## src/design/grouped_inode_bitmap_allocator_macros.svh

```systemverilog
// ----------------------------------------------------------------------------
// Inode allocator assertion macros
// Shared assertion helpers for the grouped inode bitmap allocator.
// ----------------------------------------------------------------------------
`ifndef GROUPED_INODE_BITMAP_ALLOCATOR_MACROS_SVH
`define GROUPED_INODE_BITMAP_ALLOCATOR_MACROS_SVH

// Assert an implication on every clock edge outside reset.
`define GIBA_ASSERT_IMP(label, ante, cons) \
  label: assert property (@(posedge clk_i) disable iff (!rst_ni) (ante) |-> (cons)) \
    else $error("assertion failed");

// Assert an implication in the cycle after the antecedent, outside reset.
`define GIBA_ASSERT_NEXT(label, ante, cons) \
  label: assert property (@(posedge clk_i) disable iff (!rst_ni) (ante) |=> (cons)) \
    else $error("assertion failed");

`endif

```

## src/design/giba_ram.sv

```systemverilog
// ----------------------------------------------------------------------------
// Generic RAM
// Single write port, single read port, registered read data.
// ----------------------------------------------------------------------------
`default_nettype none

module giba_ram #(
  parameter int unsigned Width = 32,
  parameter int unsigned Depth = 128
) (
  input  wire logic                     clk_i,
  input  wire logic                     we_i,
  input  wire logic [$clog2(Depth)-1:0] waddr_i,
  input  wire logic [Width-1:0]         wdata_i,
  input  wire logic [$clog2(Depth)-1:0] raddr_i,
  output logic      [Width-1:0]         rdata_o
);

  logic [Width-1:0] mem [Depth];

  always_ff @(posedge clk_i) begin
    if (we_i) begin
      mem[waddr_i] <= wdata_i;
    end
    rdata_o <= mem[raddr_i];
  end

endmodule

`default_nettype wire
```

## config.mk

```make
export PLATFORM = sky130hd
export DESIGN_NAME = giba_ram
export DESIGN_NICKNAME = d
export VERILOG_FILES = /design/src/design/grouped_inode_bitmap_allocator_macros.svh /design/src/design/giba_ram.sv
export SDC_FILE = /design/constraint.sdc
export NUM_CORES = 2
export LEC_CHECK = 0
export ABC_AREA = 1
export BUFFER_PORTS_ARGS = -buffer_cell sky130_fd_sc_hd__buf_4
export CAP_MARGIN = 20
export CELL_PAD_IN_SITES_DETAIL_PLACEMENT = 0
export CELL_PAD_IN_SITES_GLOBAL_PLACEMENT = 1
export CORE_MARGIN = 3
export CORE_UTILIZATION = 52
export DETAILED_ROUTE_END_ITERATION = 10
export PLACE_DENSITY_LB_ADDON = 0.1
export SYNTH_ARGS = -nofsm -noshare
export SYNTH_HDL_FRONTEND = slang
export SYNTH_SLANG_ARGS = --single-unit
export TNS_END_PERCENT = 50
```

## constraint.sdc

```tcl
create_clock -name clk_i -period 3.25 [get_ports clk_i]
set_clock_uncertainty 0.2 [all_clocks]
set_input_delay 0.1625 -clock clk_i [delete_from_list [all_inputs] [get_ports clk_i]]
set_output_delay 0.1625 -clock clk_i [all_outputs]
set_load 0.01 [all_outputs]
```

After elaboration in Yosys (flattened, before gate mapping)
Memories as Yosys holds them, arrays and structs flattened. A register that Yosys moved wholly into a read port is not among the register bits.
Cells that the tools add are included.
{"block": "word_totals", "register_bits": 0, "mem_bits_rw": 4096, "input_bits": 48, "memories": 1}
{"name": "mem", "words": 128, "word_bits": 32, "read_ports": 1, "rd_ports_with_merged_regs": 1, "wr": 1, "line": "giba_ram.sv:19", "source": "logic [Width-1:0] mem [Depth];"}
{"block": "classes", "muxes": 2}
{"cell": "1-bit 2-to-1 mux", "n": 2}

Logic depth before layout (Yosys ltp)
{"block": "logic_depth", "depth_word": 2, "ltp_mapped": 13}

Worst setup path after synthesis
No wires, ideal clock.
{"block": "synth_timing", "path_type": "input -> register", "start": "in we_i", "end": "mem mem[105][0], enable pin", "setup_slack_ns": 0.490, "n_path_buf": 2, "setup_time_ns": 0.421, "arrival_time_ns": 2.139, "path_stages": 4, "path_cell_list": "clkbuf_1 > nand2_1 > clkbuf_1 > nor2_1"}
{"block": "synth_between", "elab_chain_len": 2}
{"item": "start: declaration", "line": "giba_ram.sv:12", "source": "input wire logic we_i,"}
{"item": "1-bit 2-to-1 mux", "line": "giba_ram.sv:22", "source": "if (we_i) begin"}
{"item": "1-bit 2-to-1 mux (not written as such)", "line": "giba_ram.sv:23", "source": "mem[waddr_i] <= wdata_i;"}
{"item": "end: declaration", "line": "giba_ram.sv:19"}
Every way passes these cells.

==> summary.md <==
| Metric | Value |
|---|---|
| I/O Buffers | 79 |
| Placed cell area | 175000 um2 |
| Switching share of power | 22.5% |
| Post-CTS setup buffer count | 0 |
| RD Place Congestion | 0.877 |
| H-tree Lvls | 5 |
| Max-Cap Viols | 0 |
| Status | complete, but fails checks |
| Critical Path Stages | 12 |
| Area Overhead vs Synth | 14.9% |
| Critical Path Sink | rdata_o[7] |
| Worst Setup SP | raddr_i[2] |
| Mapped Nets | 13.4k |
| Fmax achieved | 304 MHz |
| Num CTS Buffers | 424 |
| Synth Instances | 13.4k |
| Period utilization | 101% |
| Post-route setup TNS | -0.0402 ns |
| Post-route DRC | 0 |
| Internal power | 89.7 mW |
| Via count | 110k |
| WL/cell | 28.3 um |
| Final setup vio count | 1 |
| Final Worst Setup Slack | -0.0402 ns |
| WP buf/inv | 6 |
| Cell leakage power | 66.0 nW |
| Seq pwr share | 51.0% |
| Flop-to-flop setup slack | 0.54 ns |
| Reg2Reg Depth | 10 |
| Most common cell on crit path | nand3_1 |
| Failing checks | antenna violations, negative setup slack |
| Worst-path fanout max | 49 |
| Final nets | 13.7k |
| Worst setup SP type | primary input |
| PD cells | 612 nW/um2 |
| Die width | 569 um |
| Ports | 80 |
| Vias per inst | 6.06 |
| Pins Over Slew Limit | 0 |
| Average cell area after synthesis | 12.3 um2 |
| Slowest-stage cell, CP | nand3_1 |
| Grt ovf | 0 |
| TritonCTS clock tree | built |
| Mapped Area | 165000 um2 |
| Crit path required time | 3.92 ns |
| Wirelength, routed | 513 mm |
| Hold Path Class | in -> reg |
| Placeable Area | 313000 um2 |
| Non-Filler Cell Area, Final | 189000 um2 |
| Clock root buffer | clkbuf_16 |
| Layout Utilization | 60.4% |
| Reg-to-Reg End | rdata_o[16] |
| GRT Resource Usage Total | 31.3% |
| Crit path DAT | 3.96 ns |
| First-pass GRT wire length | 738 mm |
| Post-Place Worst Slack | -0.520 ns |
| Leading cell type in the layout, fill and taps excluded | nand2_1 |
| Pin count of the biggest net entering global routing | 168 |
| Worst-path clk slew | 0.06 ns |
| Logic pwr share | 6.5% |
| Clock buffer depth | 4 |
| RSZ-0062 raised after global routing | false |
| Initial drt markers | 14.0k |
| Crit end category | flip-flop |
| Delay-heaviest family, CP | buffers and inverters |
| WS Path Type | in -> reg |
| Initial antenna violation count | 30 |
| Worst slew margin | 22.5% |
| Crit path time final | 3.29 ns |
| Die area | 323000 um2 |
| Reg2Reg Launch Point | mem[45][16] |
| CP peak stage delay | 0.73 ns |
| Switch Pwr | 26.1 mW |
| Initial Util | 52.5% |
| Layout cells sized above 1 | 10.0% |
| Die H | 569 um |
| Vias in the first global route | 104k |
| Clock latency on the worst-skew pair | 0.97 ns |
| FILL cells | 24.4k |
| First-pass DRT Iterations | 8 |
| Yosys reg bits | 4128 |
| Clock power share | 42.5% |
| Most frequent cells in the layout | nand2_1 (4143), edfxtp_1 (4096), nand3_1 (4035) |
| CP Cell Sequence | dlygate4sd3_1, buf_8, inv_8, buf_4, buf_12, buf_12, nand3_1, nand3_1, nand3_1, nand3_1, nand3_1, nand2_1 |
| Post-DP HPWL | 289 mm |
| Antenna-violating nets left | 1 |
| Final Hold Viols | 0 |
| Sinks on the clock net | 4128 |
| CTS Hold Buffers Added | 61 |
| Synth warn | 0 |
| FP Rows | 205 |
| Seq/Total Area, Yosys | 75.1% |
| Synth unique cells | 15 |
| Peak supply drop | 541 uV |
| Slew @ Worst Pin | 1.16 ns |
| # resized after CTS | 0 |
==> stage by stage <==
stage / std cells / total power, mW / hold slack, ns
finish: 18100 / 116 / 0.0453
global route: 18100 / 119 / 0.0408
CTS: 18100 / 116 / 0.0134
detailed placement: 17300 / 67.5 / 0.205
global placement: 17300 / 67.4 / 0.201
floorplan: 13400 / 63.5 / 0.0614
==> metal layers <==
| layer | share of wire (%) | vias up | global-route usage (%) |
|---|---|---|---|
| met4 | 4.8 | 2 | 13.6 |
| met5 | 0.0021 | - | 0 |
| met3 | 9.9 | 888 | 5.78 |
| met1 | 40 | 55000 | 44.2 |
| li1 | - | 48500 | - |
| met2 | 45 | 5622 | 48.0 |
==> power by group through the flow <==
stage | registers (mW) | logic, mW | clock network [mW]
after floorplan | 60.0 | 3.53 | 0
after global placement | 60.1 | 7.34 | 0
after detailed placement | 60.1 | 7.42 | 0
final | 59.0 | 7.56 | 49.2
after CTS | 59.0 | 7.51 | 49.7
after global routing | 59.0 | 8.09 | 52.0
==> cells by family (layout without fill, tap and decap cells) <==
logic type / Yosys count / after routing / share of synthesized area, %
other cells: 0 / 25 / 0
flops: 4128 / 4128 / 75.1
simple gates: 8328 / 8328 / 22.1
buf+inv: 933 / 1526 / 2.84
==> synthesized netlist by cell type <==
master | number | area [um2]
nand2_1 | 4151 | 15600
edfxtp_1 | 4096 | 123000
nand3_1 | 4035 | 20200
buf_2 | 602 | 3010
nor2_1 | 134 | 503
clkbuf_1 | 109 | 409
buf_1 | 100 | 375
buf_4 | 86 | 646
dfxtp_1 | 32 | 641
inv_1 | 20 | 75.1
buf_6 | 11 | 124
nor3_1 | 8 | 40.0
inv_2 | 2 | 7.51
inv_4 | 2 | 12.5
buf_8 | 1 | 15.0
==> state kept, by name, summed over array words and instances (netlist names) <==
name	cells
rdata_o	32
mem	4096
==> worst min-delay path, cell delays in order <==
cell and delay (ns):
buf_4 0.14, nor2_1 0.18, nand2_1 0.11, buf_4 0.27
nor2_4 0.12
==> final cells by class <==
class                           count  area, um2  share of cell area (%)
Sequential cell                  4128     124000                    65.3
Multi-Input combinational cell   8328      37300                    19.7
Clock buffer                      532      11300                    5.99
Timing Repair Buffer              723       8880                    4.69
Tap cell                         4140       5180                    2.74
Clock inverter                    247       2670                    1.41
Inverter                           24        143                  0.0754
Antenna cell                       25       62.6                  0.0331
==> worst min path at each step <==
| stage | from | endpoint | depth (start not counted) |
|---|---|---|---|
| floorplan | wdata_i[0] | mem[0][0] | 0 |
| global placement | wdata_i[22] | mem[39][22] | 1 |
| detailed placement | wdata_i[22] | mem[39][22] | 1 |
| CTS | wdata_i[29] | mem[39][29] | 2 |
| global route | waddr_i[4] | mem[9][9] | 5 |
| finish | waddr_i[4] | mem[41][10] | 5 |
Power figures use the tool's default switching activity.
